<file path="src/rtl/core/dufp_pkg.sv">
package dufp_pkg;

	// Largest number of channel writes taken from one data frame.
	localparam int MAX_CHANNELS = 512;
	localparam int CHAN_W = 9;
	localparam int LEN_RAW_W = $clog2(MAX_CHANNELS + 1);
	// The low length byte is parked in the same register, so it is never narrower than a byte.
	localparam int LEN_W = (LEN_RAW_W > 8) ? LEN_RAW_W : 8;

	localparam logic [7:0] BYTE_SOF  = 8'h7E;
	localparam logic [7:0] BYTE_EOF  = 8'hE7;
	localparam logic [7:0] BYTE_HDR0 = 8'h01;
	localparam logic [7:0] BYTE_HDR1 = 8'h60;

	localparam logic [7:0] LBL_PARAMS    = 8'd3;
	localparam logic [7:0] LBL_DMX_BOTH  = 8'd6;
	localparam logic [7:0] LBL_SERIAL    = 8'd10;
	localparam logic [7:0] LBL_SERIAL_B  = 8'd13;
	localparam logic [7:0] LBL_VENDOR    = 8'd77;
	localparam logic [7:0] LBL_NAME      = 8'd78;
	localparam logic [7:0] LBL_DMX_U0    = 8'd100;
	localparam logic [7:0] LBL_DMX_U1    = 8'd101;
	localparam logic [7:0] LBL_SERIAL_C  = 8'd203;

	localparam logic [1:0] KIND_REPLY = 2'd0;
	localparam logic [1:0] KIND_WRITE = 2'd1;
	localparam logic [1:0] KIND_LED   = 2'd2;

	localparam int CFG_IDX_W = 2;
	localparam logic [CFG_IDX_W-1:0] REG_PARAMS = 2'd0;
	localparam logic [CFG_IDX_W-1:0] REG_SERIAL = 2'd1;

	localparam logic [39:0] PARAMS_RESET = 40'd171816059136;
	localparam logic [63:0] SERIAL_RESET = 64'd3625458551972383812;

	localparam int QDEPTH = 4;
	localparam int QPTR_W = $clog2(QDEPTH);
	localparam int QCNT_W = $clog2(QDEPTH + 1);

	// Reply burst position: header, frame, payload of up to 15 bytes, end byte.
	localparam int RIDX_W = 5;

	typedef enum logic [2:0] {
		ST_IDLE,
		ST_LABEL,
		ST_LEN_LO,
		ST_LEN_HI,
		ST_DATA,
		ST_END
	} parse_state_t;

	typedef enum logic [1:0] {
		CMD_WRITE,
		CMD_LED,
		CMD_REPLY
	} cmd_op_t;

	typedef enum logic [1:0] {
		RPL_PARAMS,
		RPL_SERIAL,
		RPL_VENDOR,
		RPL_NAME
	} reply_sel_t;

	typedef struct packed {
		cmd_op_t           op;
		reply_sel_t        rsel;
		logic [7:0]        data;
		logic [1:0]        mask;
		logic [CHAN_W-1:0] chan;
	} cmd_t;

	function automatic logic [7:0] vendor_byte(input logic [3:0] i);
		logic [7:0] b;
		case (i)
			4'd0:    b = 8'h6B;
			4'd1:    b = 8'h6A;
			4'd2:    b = 8'h44;
			4'd3:    b = 8'h4D;
			4'd4:    b = 8'h58;
			4'd5:    b = 8'h4C;
			4'd6:    b = 8'h49;
			4'd7:    b = 8'h46;
			4'd8:    b = 8'h45;
			default: b = 8'h00;
		endcase
		return b;
	endfunction

	function automatic logic [7:0] name_byte(input logic [3:0] i);
		logic [7:0] b;
		case (i)
			4'd0:    b = 8'h02;
			4'd1:    b = 8'h00;
			4'd2:    b = 8'h44;
			4'd3:    b = 8'h4D;
			4'd4:    b = 8'h58;
			4'd5:    b = 8'h20;
			4'd6:    b = 8'h55;
			4'd7:    b = 8'h6C;
			4'd8:    b = 8'h74;
			4'd9:    b = 8'h72;
			4'd10:   b = 8'h61;
			4'd11:   b = 8'h20;
			4'd12:   b = 8'h50;
			4'd13:   b = 8'h72;
			4'd14:   b = 8'h6F;
			default: b = 8'h00;
		endcase
		return b;
	endfunction

endpackage

</file>
<file path="src/rtl/core/dufp_front.sv">
module dufp_front (
	input  logic                clk,
	input  logic                arst_n,
	input  logic                acc,
	input  logic [7:0]          rx_byte,
	output logic                cmd_push,
	output dufp_pkg::cmd_t      cmd
);

	dufp_pkg::parse_state_t state_q, state_next;
	logic [7:0]                label_q;
	logic [dufp_pkg::LEN_W-1:0] len_q, len_d;
	logic [dufp_pkg::LEN_W-1:0] woff_q, woff_n;
	logic                      scp_q;

	logic        is_data;
	logic [15:0] full_len, adj_len, clip_len;

	always_comb begin
		case (label_q) inside
			dufp_pkg::LBL_DMX_BOTH, dufp_pkg::LBL_DMX_U0, dufp_pkg::LBL_DMX_U1: is_data = 1'b1;
			default: is_data = 1'b0;
		endcase
	end

	assign full_len = {rx_byte, len_q[7:0]};
	assign adj_len  = is_data ? (full_len - 16'd1) : full_len;
	assign clip_len = (adj_len > 16'(dufp_pkg::MAX_CHANNELS)) ?
		16'(dufp_pkg::MAX_CHANNELS) : adj_len;
	assign len_d    = dufp_pkg::LEN_W'(clip_len);
	assign woff_n   = scp_q ? woff_q : (woff_q + dufp_pkg::LEN_W'(1));

	// Next state.
	always_comb begin
		state_next = state_q;
		case (state_q)
			dufp_pkg::ST_IDLE: begin
				if (rx_byte == dufp_pkg::BYTE_SOF) state_next = dufp_pkg::ST_LABEL;
			end
			dufp_pkg::ST_LABEL:  state_next = dufp_pkg::ST_LEN_LO;
			dufp_pkg::ST_LEN_LO: state_next = dufp_pkg::ST_LEN_HI;
			dufp_pkg::ST_LEN_HI: begin
				state_next = (full_len == 16'd0) ? dufp_pkg::ST_END : dufp_pkg::ST_DATA;
			end
			dufp_pkg::ST_DATA: begin
				if (woff_n >= len_q) state_next = dufp_pkg::ST_END;
			end
			dufp_pkg::ST_END: begin
				if (rx_byte == dufp_pkg::BYTE_EOF) state_next = dufp_pkg::ST_IDLE;
			end
			default: begin
				state_next = (rx_byte == dufp_pkg::BYTE_SOF) ?
					dufp_pkg::ST_LABEL : dufp_pkg::ST_IDLE;
			end
		endcase
	end

	// Command output.
	always_comb begin
		cmd_push = 1'b0;
		cmd.op   = dufp_pkg::CMD_LED;
		cmd.rsel = dufp_pkg::RPL_PARAMS;
		cmd.data = rx_byte;
		cmd.mask = 2'b00;
		cmd.chan = dufp_pkg::CHAN_W'(woff_q);
		case (state_q)
			dufp_pkg::ST_DATA: begin
				cmd_push = acc && !scp_q && is_data;
				cmd.op   = dufp_pkg::CMD_WRITE;
				case (label_q)
					dufp_pkg::LBL_DMX_BOTH: cmd.mask = 2'b11;
					dufp_pkg::LBL_DMX_U0:   cmd.mask = 2'b01;
					default:                cmd.mask = 2'b10;
				endcase
			end
			dufp_pkg::ST_END: begin
				cmd_push = acc && (rx_byte == dufp_pkg::BYTE_EOF);
				case (label_q) inside
					dufp_pkg::LBL_PARAMS: begin
						cmd.op   = dufp_pkg::CMD_REPLY;
						cmd.rsel = dufp_pkg::RPL_PARAMS;
					end
					dufp_pkg::LBL_SERIAL, dufp_pkg::LBL_SERIAL_B, dufp_pkg::LBL_SERIAL_C: begin
						cmd.op   = dufp_pkg::CMD_REPLY;
						cmd.rsel = dufp_pkg::RPL_SERIAL;
					end
					dufp_pkg::LBL_VENDOR: begin
						cmd.op   = dufp_pkg::CMD_REPLY;
						cmd.rsel = dufp_pkg::RPL_VENDOR;
					end
					dufp_pkg::LBL_NAME: begin
						cmd.op   = dufp_pkg::CMD_REPLY;
						cmd.rsel = dufp_pkg::RPL_NAME;
					end
					default: cmd.op = dufp_pkg::CMD_LED;
				endcase
			end
			default: cmd_push = 1'b0;
		endcase
	end

	always_ff @(posedge clk or negedge arst_n) begin
		if (!arst_n) begin
			state_q <= dufp_pkg::ST_IDLE;
			label_q <= '0;
			len_q   <= '0;
			woff_q  <= '0;
			scp_q   <= 1'b0;
		end else if (acc) begin
			state_q <= state_next;
			case (state_q)
				dufp_pkg::ST_LABEL: label_q <= rx_byte;
				dufp_pkg::ST_LEN_LO: begin
					len_q  <= dufp_pkg::LEN_W'(rx_byte);
					woff_q <= '0;
				end
				dufp_pkg::ST_LEN_HI: begin
					woff_q <= '0;
					if (full_len == 16'd0) begin
						len_q <= '0;
						scp_q <= 1'b0;
					end else begin
						len_q <= len_d;
						scp_q <= is_data;
					end
				end
				dufp_pkg::ST_DATA: begin
					scp_q  <= 1'b0;
					woff_q <= woff_n;
				end
				default: ;
			endcase
		end
	end

endmodule

</file>
<file path="src/rtl/core/dufp_cmd_queue.sv">
module dufp_cmd_queue (
	input  logic           clk,
	input  logic           arst_n,
	input  logic           push,
	input  dufp_pkg::cmd_t push_cmd,
	output logic           full,
	input  logic           pop,
	output logic           head_valid,
	output dufp_pkg::cmd_t head_cmd
);

	dufp_pkg::cmd_t                slot_q [dufp_pkg::QDEPTH];
	logic [dufp_pkg::QPTR_W-1:0]   wptr_q, rptr_q;
	logic [dufp_pkg::QCNT_W-1:0]   count_q;
	logic                          do_push, do_pop;

	assign full       = (count_q == dufp_pkg::QCNT_W'(dufp_pkg::QDEPTH));
	assign head_valid = (count_q != '0);
	assign head_cmd   = slot_q[rptr_q];
	assign do_push    = push && !full;
	assign do_pop     = pop && head_valid;

	always_ff @(posedge clk) begin
		if (do_push) slot_q[wptr_q] <= push_cmd;
	end

	always_ff @(posedge clk or negedge arst_n) begin
		if (!arst_n) begin
			wptr_q  <= '0;
			rptr_q  <= '0;
			count_q <= '0;
		end else begin
			if (do_push) wptr_q <= wptr_q + dufp_pkg::QPTR_W'(1);
			if (do_pop)  rptr_q <= rptr_q + dufp_pkg::QPTR_W'(1);
			case ({do_push, do_pop})
				2'b10:   count_q <= count_q + dufp_pkg::QCNT_W'(1);
				2'b01:   count_q <= count_q - dufp_pkg::QCNT_W'(1);
				default: count_q <= count_q;
			endcase
		end
	end

endmodule

</file>
<file path="src/rtl/core/dufp_back.sv">
module dufp_back (
	input  logic                        clk,
	input  logic                        arst_n,
	input  logic [39:0]                 param_bytes,
	input  logic [63:0]                 serial_bytes,
	input  logic                        head_valid,
	input  dufp_pkg::cmd_t              head_cmd,
	output logic                        head_pop,
	output logic                        empty,
	input  logic                        pop,
	output logic [1:0]                  kind,
	output logic [7:0]                  out_byte,
	output logic [1:0]                  universe_mask,
	output logic [dufp_pkg::CHAN_W-1:0] channel,
	output logic                        last
);

	logic                        out_valid_q;
	logic [1:0]                  kind_q, mask_q;
	logic [7:0]                  byte_q;
	logic [dufp_pkg::CHAN_W-1:0] chan_q;
	logic                        last_q;
	logic [dufp_pkg::RIDX_W-1:0] idx_q;

	logic                        load, head_done;
	logic [1:0]                  r_kind, r_mask;
	logic [7:0]                  r_byte;
	logic [dufp_pkg::CHAN_W-1:0] r_chan;
	logic [7:0]                  rpl_label, rpl_len, rpl_pay;
	logic [3:0]                  pay_idx;
	logic [63:0]                 params_sh, serial_sh;

	assign load     = head_valid && (!out_valid_q || pop);
	assign head_pop = load && head_done;
	assign pay_idx  = 4'(idx_q - dufp_pkg::RIDX_W'(6));
	assign params_sh = {24'd0, param_bytes} >> {pay_idx[2:0], 3'b000};
	assign serial_sh = serial_bytes >> {pay_idx[2:0], 3'b000};

	always_comb begin
		case (head_cmd.rsel)
			dufp_pkg::RPL_PARAMS: begin
				rpl_label = dufp_pkg::LBL_PARAMS;
				rpl_len   = 8'd5;
				rpl_pay   = params_sh[7:0];
			end
			dufp_pkg::RPL_SERIAL: begin
				rpl_label = dufp_pkg::LBL_SERIAL;
				rpl_len   = 8'd8;
				rpl_pay   = serial_sh[7:0];
			end
			dufp_pkg::RPL_VENDOR: begin
				rpl_label = dufp_pkg::LBL_VENDOR;
				rpl_len   = 8'd9;
				rpl_pay   = dufp_pkg::vendor_byte(pay_idx);
			end
			default: begin
				rpl_label = dufp_pkg::LBL_NAME;
				rpl_len   = 8'd15;
				rpl_pay   = dufp_pkg::name_byte(pay_idx);
			end
		endcase
	end

	always_comb begin
		r_kind    = dufp_pkg::KIND_LED;
		r_byte    = 8'h00;
		r_mask    = 2'b00;
		r_chan    = '0;
		head_done = 1'b1;
		case (head_cmd.op)
			dufp_pkg::CMD_WRITE: begin
				r_kind = dufp_pkg::KIND_WRITE;
				r_byte = head_cmd.data;
				r_mask = head_cmd.mask;
				r_chan = head_cmd.chan;
			end
			dufp_pkg::CMD_REPLY: begin
				r_kind    = dufp_pkg::KIND_REPLY;
				head_done = (8'(idx_q) == rpl_len + 8'd6);
				case (idx_q)
					5'd0:    r_byte = dufp_pkg::BYTE_HDR0;
					5'd1:    r_byte = dufp_pkg::BYTE_HDR1;
					5'd2:    r_byte = dufp_pkg::BYTE_SOF;
					5'd3:    r_byte = rpl_label;
					5'd4:    r_byte = rpl_len;
					5'd5:    r_byte = 8'h00;
					default: r_byte = head_done ? dufp_pkg::BYTE_EOF : rpl_pay;
				endcase
			end
			default: r_kind = dufp_pkg::KIND_LED;
		endcase
	end

	always_ff @(posedge clk) begin
		if (load) begin
			kind_q <= r_kind;
			byte_q <= r_byte;
			mask_q <= r_mask;
			chan_q <= r_chan;
			last_q <= head_done;
		end
	end

	always_ff @(posedge clk or negedge arst_n) begin
		if (!arst_n) begin
			out_valid_q <= 1'b0;
			idx_q       <= '0;
		end else begin
			if (load) out_valid_q <= 1'b1;
			else if (pop) out_valid_q <= 1'b0;
			if (load) idx_q <= head_done ? '0 : (idx_q + dufp_pkg::RIDX_W'(1));
		end
	end

	assign empty         = !out_valid_q;
	assign kind          = kind_q;
	assign out_byte      = byte_q;
	assign universe_mask = mask_q;
	assign channel       = chan_q;
	assign last          = last_q;

endmodule

</file>
<file path="src/rtl/core/dmx_usb_frame_parser_core.sv">
// Frame parser for a USB DMX interface. Received bytes are pushed in one per
// cycle while full is low and parsed as 0x7E, label, 16-bit little-endian
// length, payload, 0xE7. Data frames (labels 6, 100 and 101) drop their start
// code and turn the next bytes, up to 512, into channel writes for universe 0,
// universe 1 or both. The closing 0xE7 of a request frame produces a reply
// burst of 12 to 22 items (link header 01 60, then the reply frame); any other
// label produces one LED toggle item. A four-entry command queue sits between
// the parser and the result generator, which sends one result item per cycle
// while results are popped. A byte that causes one result therefore flows at
// one item per cycle when results are popped every cycle; a reply burst holds
// the result side until its last item is out, and input stalls (full high)
// only once the command queue has filled behind it. The last output marks the
// final result item caused by an input byte. The two reply registers are
// written through the configuration channel, which is always ready; writes to
// indexes beyond the two registers are ignored.
module dmx_usb_frame_parser_core (
	input  logic                           clk,
	input  logic                           arst_n,
	input  logic                           push,
	output logic                           full,
	input  logic [7:0]                     rx_byte,
	output logic                           empty,
	input  logic                           pop,
	output logic [1:0]                     kind,
	output logic [7:0]                     out_byte,
	output logic [1:0]                     universe_mask,
	output logic [dufp_pkg::CHAN_W-1:0]    channel,
	output logic                           last,
	input  logic                           cfg_valid,
	output logic                           cfg_ready,
	input  logic [dufp_pkg::CFG_IDX_W-1:0] cfg_index,
	input  logic [63:0]                    cfg_data
);

	logic [39:0] params_q;
	logic [63:0] serial_q;

	logic           in_acc;
	logic           cmd_push;
	dufp_pkg::cmd_t cmd;
	logic           head_valid, head_pop;
	dufp_pkg::cmd_t head_cmd;

	// Users write configuration registers only while idle (unenforced).
	assign cfg_ready = 1'b1;

	always_ff @(posedge clk or negedge arst_n) begin
		if (!arst_n) begin
			params_q <= dufp_pkg::PARAMS_RESET;
			serial_q <= dufp_pkg::SERIAL_RESET;
		end else if (cfg_valid && cfg_ready) begin
			case (cfg_index)
				dufp_pkg::REG_PARAMS: params_q <= cfg_data[39:0];
				dufp_pkg::REG_SERIAL: serial_q <= cfg_data;
				default: ;
			endcase
		end
	end

	// Every accepted byte advances the parser, whether or not it causes a result.
	assign in_acc = push && !full;

	dufp_front u_front (
		.clk      (clk),
		.arst_n   (arst_n),
		.acc      (in_acc),
		.rx_byte  (rx_byte),
		.cmd_push (cmd_push),
		.cmd      (cmd)
	);

	dufp_cmd_queue u_queue (
		.clk        (clk),
		.arst_n     (arst_n),
		.push       (cmd_push),
		.push_cmd   (cmd),
		.full       (full),
		.pop        (head_pop),
		.head_valid (head_valid),
		.head_cmd   (head_cmd)
	);

	dufp_back u_back (
		.clk           (clk),
		.arst_n        (arst_n),
		.param_bytes   (params_q),
		.serial_bytes  (serial_q),
		.head_valid    (head_valid),
		.head_cmd      (head_cmd),
		.head_pop      (head_pop),
		.empty         (empty),
		.pop           (pop),
		.kind          (kind),
		.out_byte      (out_byte),
		.universe_mask (universe_mask),
		.channel       (channel),
		.last          (last)
	);

endmodule

</file>
<file path="config.mk">
export PLATFORM = sky130hd
export DESIGN_NAME = dmx_usb_frame_parser_core
export DESIGN_NICKNAME = d
export VERILOG_FILES = /design/src/rtl/core/dufp_pkg.sv /design/src/rtl/core/dufp_front.sv /design/src/rtl/core/dufp_cmd_queue.sv /design/src/rtl/core/dufp_back.sv /design/src/rtl/core/dmx_usb_frame_parser_core.sv
export SDC_FILE = /design/constraint.sdc
export NUM_CORES = 1
export LEC_CHECK = 0
export BUFFER_PORTS_ARGS = -buffer_cell sky130_fd_sc_hd__buf_2
export CAP_MARGIN = 0
export CORE_MARGIN = 5
export CORE_UTILIZATION = 40
export CTS_CLUSTER_SIZE = 12
export DETAILED_ROUTE_END_ITERATION = 6
export GPL_TIMING_DRIVEN = 0
export HOLD_SLACK_MARGIN = 0.06
export PLACE_DENSITY = 0.57
export SYNTH_ARGS = -nofsm -noshare
export SYNTH_HDL_FRONTEND = slang
export SYNTH_HIERARCHICAL = 1
export SYNTH_SLANG_ARGS = --single-unit
</file>
<file path="constraint.sdc">
create_clock -name clk -period 4.6 [get_ports clk]
set_input_delay 0 -clock clk [delete_from_list [all_inputs] [get_ports clk]]
set_output_delay 0 -clock clk [all_outputs]
set_load 0.1 [all_outputs]
</file>
==> metrics, run 1 <==
post-synthesis mux area share 0.1931; power after layout 8.763 mW; DR WL/cell 20.02 um; share of cells above drive strength 1 0.3203; final antenna-violating net count 0; pin count of the biggest net entering global routing 87; number of global-route vias before repair 9386; adder-cell area share of the yosys netlist 0.03163; Top FF cell, synth dfrtp_1; Routed WL 34090 um; Final min period 3.999 ns; IO Pins 104; critical-path maximum fanout 10; initial core utilization 0.4062; CTS tree yes; Peak VDD IR 303.7 uV; WP data arrival 4.48 ns; DR vias 9080; # resized after CTS 0; Synth-to-Final Area Change 20.74%; most frequent cells in the layout 117 x dfrtp_1, 114 x edfxtp_1, 111 x buf_2; Hold Crit Class in2async; final setup fails 0; Final Slew Violations 0; hold buffer count at CTS 80; core region area 33700 sq um; Iteration-0 DRC Markers 602; async set-reset flop share out of synthesis 0.5665; max-cap violations 0; initial antenna violation count 0; pwr dens 530.2 nW/um^2; Compound-Gate Fraction of Synth Area 0.09141; instance count of the mapped netlist 1019; xor and xnor area share after synthesis 0.01472; all-layer global routing usage 0.1770; CTS Sinks 263; clock transition at the registers of the reported paths 0.06 ns; DP Wirelength 23190 um; dpl cells 1569; global route total overflow 0; Pre-antenna DRT Iters 5; Post-synth EDFFs 114; startpoint types flip-flop; Die Footprint 38020 sq um; Via density 5.332; # H-tree levels 1; DRC errors left 0; WP data required 5.08 ns; # port buffers 101; Post-CTS Setup Bufs 0; Slew HR 0.1205; flop and latch count out of synthesis 263; largest family of logic cells by synthesized area multiplexers; worst-skew pair later-pin latency 0.55 ns; Critical Path Sink Type flip-flop; GPL Wtd Cong 0.8967; Num CTS Buffers 29; Syn Nets 1132; Fmax 0.2501 GHz; period utilisation layout 0.8693; Post-Route Setup TNS 0 ns; met3 GRT Util 0.02637; Nets 1345; final std cells w/o fill 1703; busiest metal layer after global routing met2; status complete, no violations; Synth cell types 87; Seq/Total Area, Yosys 0.5254; commonest non-fill, non-tap cell in the layout dfrtp_1; met1 Use GR 0.2688; first-pass GRT wire length 54250 um; RSZ-0062 raised after global routing no; maximum clock path buffer count 3; Diodes inserted 0; Mapped Area 13690 sq um; Avg Inst Size Synth 13.43 sq um; simple-gate share of the synthesized area 0.09552; Root Buffer clkbuf_16; Final Util 0.4904; met2 usage 0.2724; final hold violation count 0; path type of the worst setup path reg2reg; Row Count 67; DIE WIDTH 195.0 um; Clock Skew 0.02225 ns; synthesis warning total 6; static leakage 6.759 nW; worst-margin pin slew 1.319 ns; height of the die 195.0 um
-- flip-flops by register name, indices dropped and copies added (netlist names), 3 cells and up --
signal	flops
u_front/woff_q	10
u_back/idx_q	5
serial_q	64
u_queue/count_q	3
u_front/label_q	8
params_q	40
u_back/channel	9
u_back/out_byte	8
u_queue/slot_q	92
u_front/len_q	10
u_front/state_q	3
-- critical path, cell delays in order, from the launching register on --
cell	delay [ns]
dfrtp_1	0.32
buf_2	0.18
buf_2	0.32
mux4_2	0.42
inv_1	0.15
ha_1	0.16
buf_2	0.22
xor2_1	0.26
o2111ai_4	0.22
a21oi_1	0.28
o31a_1	0.33
ha_1	0.24
inv_1	0.06
fa_1	0.37
xor2_1	0.15
nor2_1	0.11
xor2_1	0.14
-- through the flow --
stage / hold WS, ns / cell area, sq um / setup slack, ns
final: 0.1124 / 16530 / 0.6012
after global routing: 0.1288 / 16530 / 0.3794
after CTS: 0.09522 / 16530 / 0.5376
after detailed placement: -0.02154 / 14790 / 0.5468
after global placement: 0.2077 / 14750 / 0.6419
after floorplan: -0.2956 / 13690 / 1.083
-- kinds of logic after synthesis --
logic type / count (synthesis)
DFF: 263
and+or+nand+nor: 235
muxes: 177
AOI/OAI and AO/OA: 172
buffers and inverters: 114
adders and majority gates: 34
xor gates and xnor gates: 23
other: 1
-- power breakdown --
part           internal [mW]  switching, mW  total, mW
logic                   1.24           2.09       3.33
registers               2.92          0.282       3.20
clock network           1.30          0.926       2.23
-- synthesized netlist by cell type, types with 8 or more instances --
cell type | count | area, sq um
a31oi_1 | 10 | 62.56
ha_1 | 33 | 412.9
nor2b_1 | 10 | 62.56
edfxtp_1 | 114 | 3423
mux2_4 | 60 | 900.9
mux4_2 | 29 | 653.1
nor3_1 | 21 | 105.1
a21oi_1 | 29 | 145.1
and2_1 | 16 | 100.1
buf_4 | 26 | 195.2
nand3_1 | 21 | 105.1
mux2i_1 | 18 | 180.2
buf_2 | 11 | 55.05
nor2_1 | 39 | 146.4
buf_6 | 9 | 101.4
dfrtp_1 | 117 | 2928
a211oi_1 | 8 | 60.06
o21ai_0 | 34 | 170.2
nand2b_1 | 14 | 87.58
xnor2_1 | 9 | 78.83
o211ai_1 | 10 | 75.07
dfstp_2 | 32 | 840.8
mux2_2 | 59 | 664.4
xor2_1 | 14 | 122.6
nand2_1 | 54 | 202.7
inv_1 | 37 | 138.9
clkbuf_1 | 24 | 90.09
mux4_1 | 8 | 210.2
or3_1 | 10 | 62.56
-- routing by layer --
layer,vias up,part of all wire
met3,49,0.046
met1,4570,0.49
met5,-,0
met4,0,0.017
met2,213,0.44
li1,4248,-
-- cell type report --
type                    count  area, sq um
multi-input cells         642         5839
repair buffers            182         1361
clock buffers              43        829.5
plain buffers              77        518.0
inverters                  37        138.9
well taps                 448        560.5
fillers                  3007        17170
clock inverters            11        87.58
flip-flops and latches    263         7192
-- path summary, 6_finish.rpt --
check | slack, ns | to | startpoint | cells past startpoint
worst max-delay path | 0.60 | u_queue/count_q[2] | u_queue/rptr_q[1] | 16
worst min-delay path | 0.11 | serial_q[11] | arst_n | 2
worst max register to register | 0.60 | u_queue/count_q[2] | u_queue/rptr_q[1] | 16
worst min register to register | 0.48 | params_q[38] | params_q[38] | 1
max in group asynchronous | 3.98 | u_front/woff_q[4] | arst_n | 3
min in group clk | 0.18 | u_front/scp_q | push | 5
Note: power is estimated with default switching activity, not from simulation.
==> run 2, diff against run 1 <==
--- a/config.mk
+++ b/config.mk
@@ -5,15 +5,15 @@
 export SDC_FILE = /design/constraint.sdc
 export NUM_CORES = 1
 export LEC_CHECK = 0
-export BUFFER_PORTS_ARGS = -buffer_cell sky130_fd_sc_hd__buf_2
 export CAP_MARGIN = 0
 export CORE_MARGIN = 5
 export CORE_UTILIZATION = 40
 export CTS_CLUSTER_SIZE = 12
 export DETAILED_ROUTE_END_ITERATION = 6
+export DONT_BUFFER_PORTS = 1
 export GPL_TIMING_DRIVEN = 0
 export HOLD_SLACK_MARGIN = 0.06
-export PLACE_DENSITY = 0.57
+export PLACE_DENSITY = 0.54
 export SYNTH_ARGS = -nofsm -noshare
 export SYNTH_HDL_FRONTEND = slang
 export SYNTH_HIERARCHICAL = 1
==> metrics, run 2 (synthesis gave the netlist of run 1 again) <==
Peak VDD IR 391.4 uV; filler instances 3022; Row Count 67; crit path from u_queue/rptr_q[1]; static leakage 6.373 nW; # H-tree levels 1; Synth-to-Final Area Change 17.40%; WP data arrival 4.36 ns; clock transition at the registers of the reported paths 0.06 ns; DR vias 8720; CTS Sinks 263; Reg area 7192 sq um; Routed WL 33640 um; WL met2 15060 um; worst-skew pair later-pin latency 0.54 ns; Worst R2R Setup Slack 0.71 ns; crit-path cells buf_2, buf_2, mux4_2, inv_1, ha_1, buf_2, xor2_1, o2111ai_4, a21oi_1, o31a_1, ha_1, inv_1, fa_1, xor2_1, nor2_1, xor2_1; critical-path maximum fanout 10; DRC errors left 0; commonest non-fill, non-tap cell in the layout dfrtp_1; worst stage delay on the critical path 0.42 ns; Final min period 3.891 ns; CTS tree yes; Top delay family on crit path buffers and inverters; final antenna-violating net count 0; Via density 5.423; crit path buf inv count 5; RR Endpoint u_queue/count_q[2]; IO Pins 104; core region area 33700 sq um; GPL Wtd Cong 0.8771; startpoint types flip-flop; period utilisation layout 0.8459; Nets 1249; # port buffers 0; Final Util 0.4769; share of cells above drive strength 1 0.2588; initial core utilization 0.4062; worst-margin pin slew 1.314 ns; tightest hold margin 0.07830 ns; Die Footprint 38020 sq um; all-layer global routing usage 0.1745; DIE WIDTH 195.0 um; Iteration-0 DRC Markers 610; path type of the worst setup path reg2reg; area of the multi-input gates 5846 sq um; FF-to-FF Start u_queue/rptr_q[1]; met3 wire len 1503 um; final hold violation count 0; Pre-antenna DRT Iters 5; Post-Route Setup TNS 0 ns; Root Buffer clkbuf_16; Num CTS Buffers 29; power after layout 8.722 mW; CP max-delay cell mux4_2; maximum clock path buffer count 3; uppermost layer routed met4; Clock Skew 0.01454 ns; Fmax 0.2570 GHz; most frequent cells in the layout 117 x dfrtp_1, 114 x edfxtp_1, 83 x dlygate4sd3_1; max-cap violations 0; WP data required 5.06 ns; status complete, no violations; number of global-route vias before repair 9032; # resized after CTS 0; Post-Route M1 WL 16620 um; R2R cell count 16; Post-CTS Setup Bufs 0; initial antenna violation count 1; pin count of the biggest net entering global routing 150; Hold Crit Class in2async; Critical Path Sink Type flip-flop; Final Slew Violations 0; most flop-heavy register u_queue/slot_q; global route total overflow 0; Largest register FFs 92; DR WL/cell 20.92 um; RSZ-0062 raised after global routing no; Slew HR 0.1237; first-pass GRT wire length 53570 um; final setup fails 0; DP Wirelength 22990 um; pwr dens 542.7 nW/um^2; height of the die 195.0 um; biggest regs u_queue/slot_q: 92 flops, serial_q: 64 flops, params_q: 40 flops; hold buffer count at CTS 84
## run 2: cell count changes in the layout (fill, tap and decap cells not counted), sizes merged
cell         delta
buf           -100
dlygate4sd3     +4
clkbuf          +2
clkinv          -1
clkinvlp        -1
diode           +1
## run 2: how the worst max path moves through the flow
stage | to | cells past startpoint
global placement | u_queue/count_q[2] | 13
finish | u_queue/count_q[2] | 16
CTS | u_queue/count_q[2] | 16
detailed placement | u_queue/count_q[2] | 16
floorplan | u_queue/count_q[2] | 13
global route | u_queue/count_q[2] | 16
## run 2: routing by layer
metal | vias up | global-route usage
met5 | - | 0
met4 | 0 | 0.03103
met3 | 33 | 0.02705
met2 | 195 | 0.2655
met1 | 4439 | 0.2685
li1 | 4053 | -
## run 2: metrics by stage
| step | worst slack, ns | area (sq um) | cells |
|---|---|---|---|
| after global placement | 0.3885 | 14250 | 1467 |
| final | 0.7088 | 16070 | 1608 |
| after global routing | 0.3761 | 16070 | 1608 |
| after floorplan | 1.083 | 13690 | 1019 |
| after detailed placement | 0.7110 | 14290 | 1469 |
| after CTS | 0.6985 | 16070 | 1607 |
## run 2: final cells by class
cell class / instances / share of cell area
flip-flops and latches: 263 / 0.4475
multi-input cells: 642 / 0.3638
repair buffers: 86 / 0.05536
clock buffers: 45 / 0.05263
well taps: 448 / 0.03488
plain buffers: 77 / 0.03223
inverters: 37 / 0.008642
clock inverters: 9 / 0.004827
diodes: 1 / 0.0001557
## run 2: power by group
group	leakage (nW)	internal (mW)	total (mW)	switching (mW)
sequential	2.78	2.93	3.88	0.951
clock	0.450	1.31	2.24	0.921
combinational	3.14	1.19	2.60	1.41
total	6.37	5.43	8.72	3.29
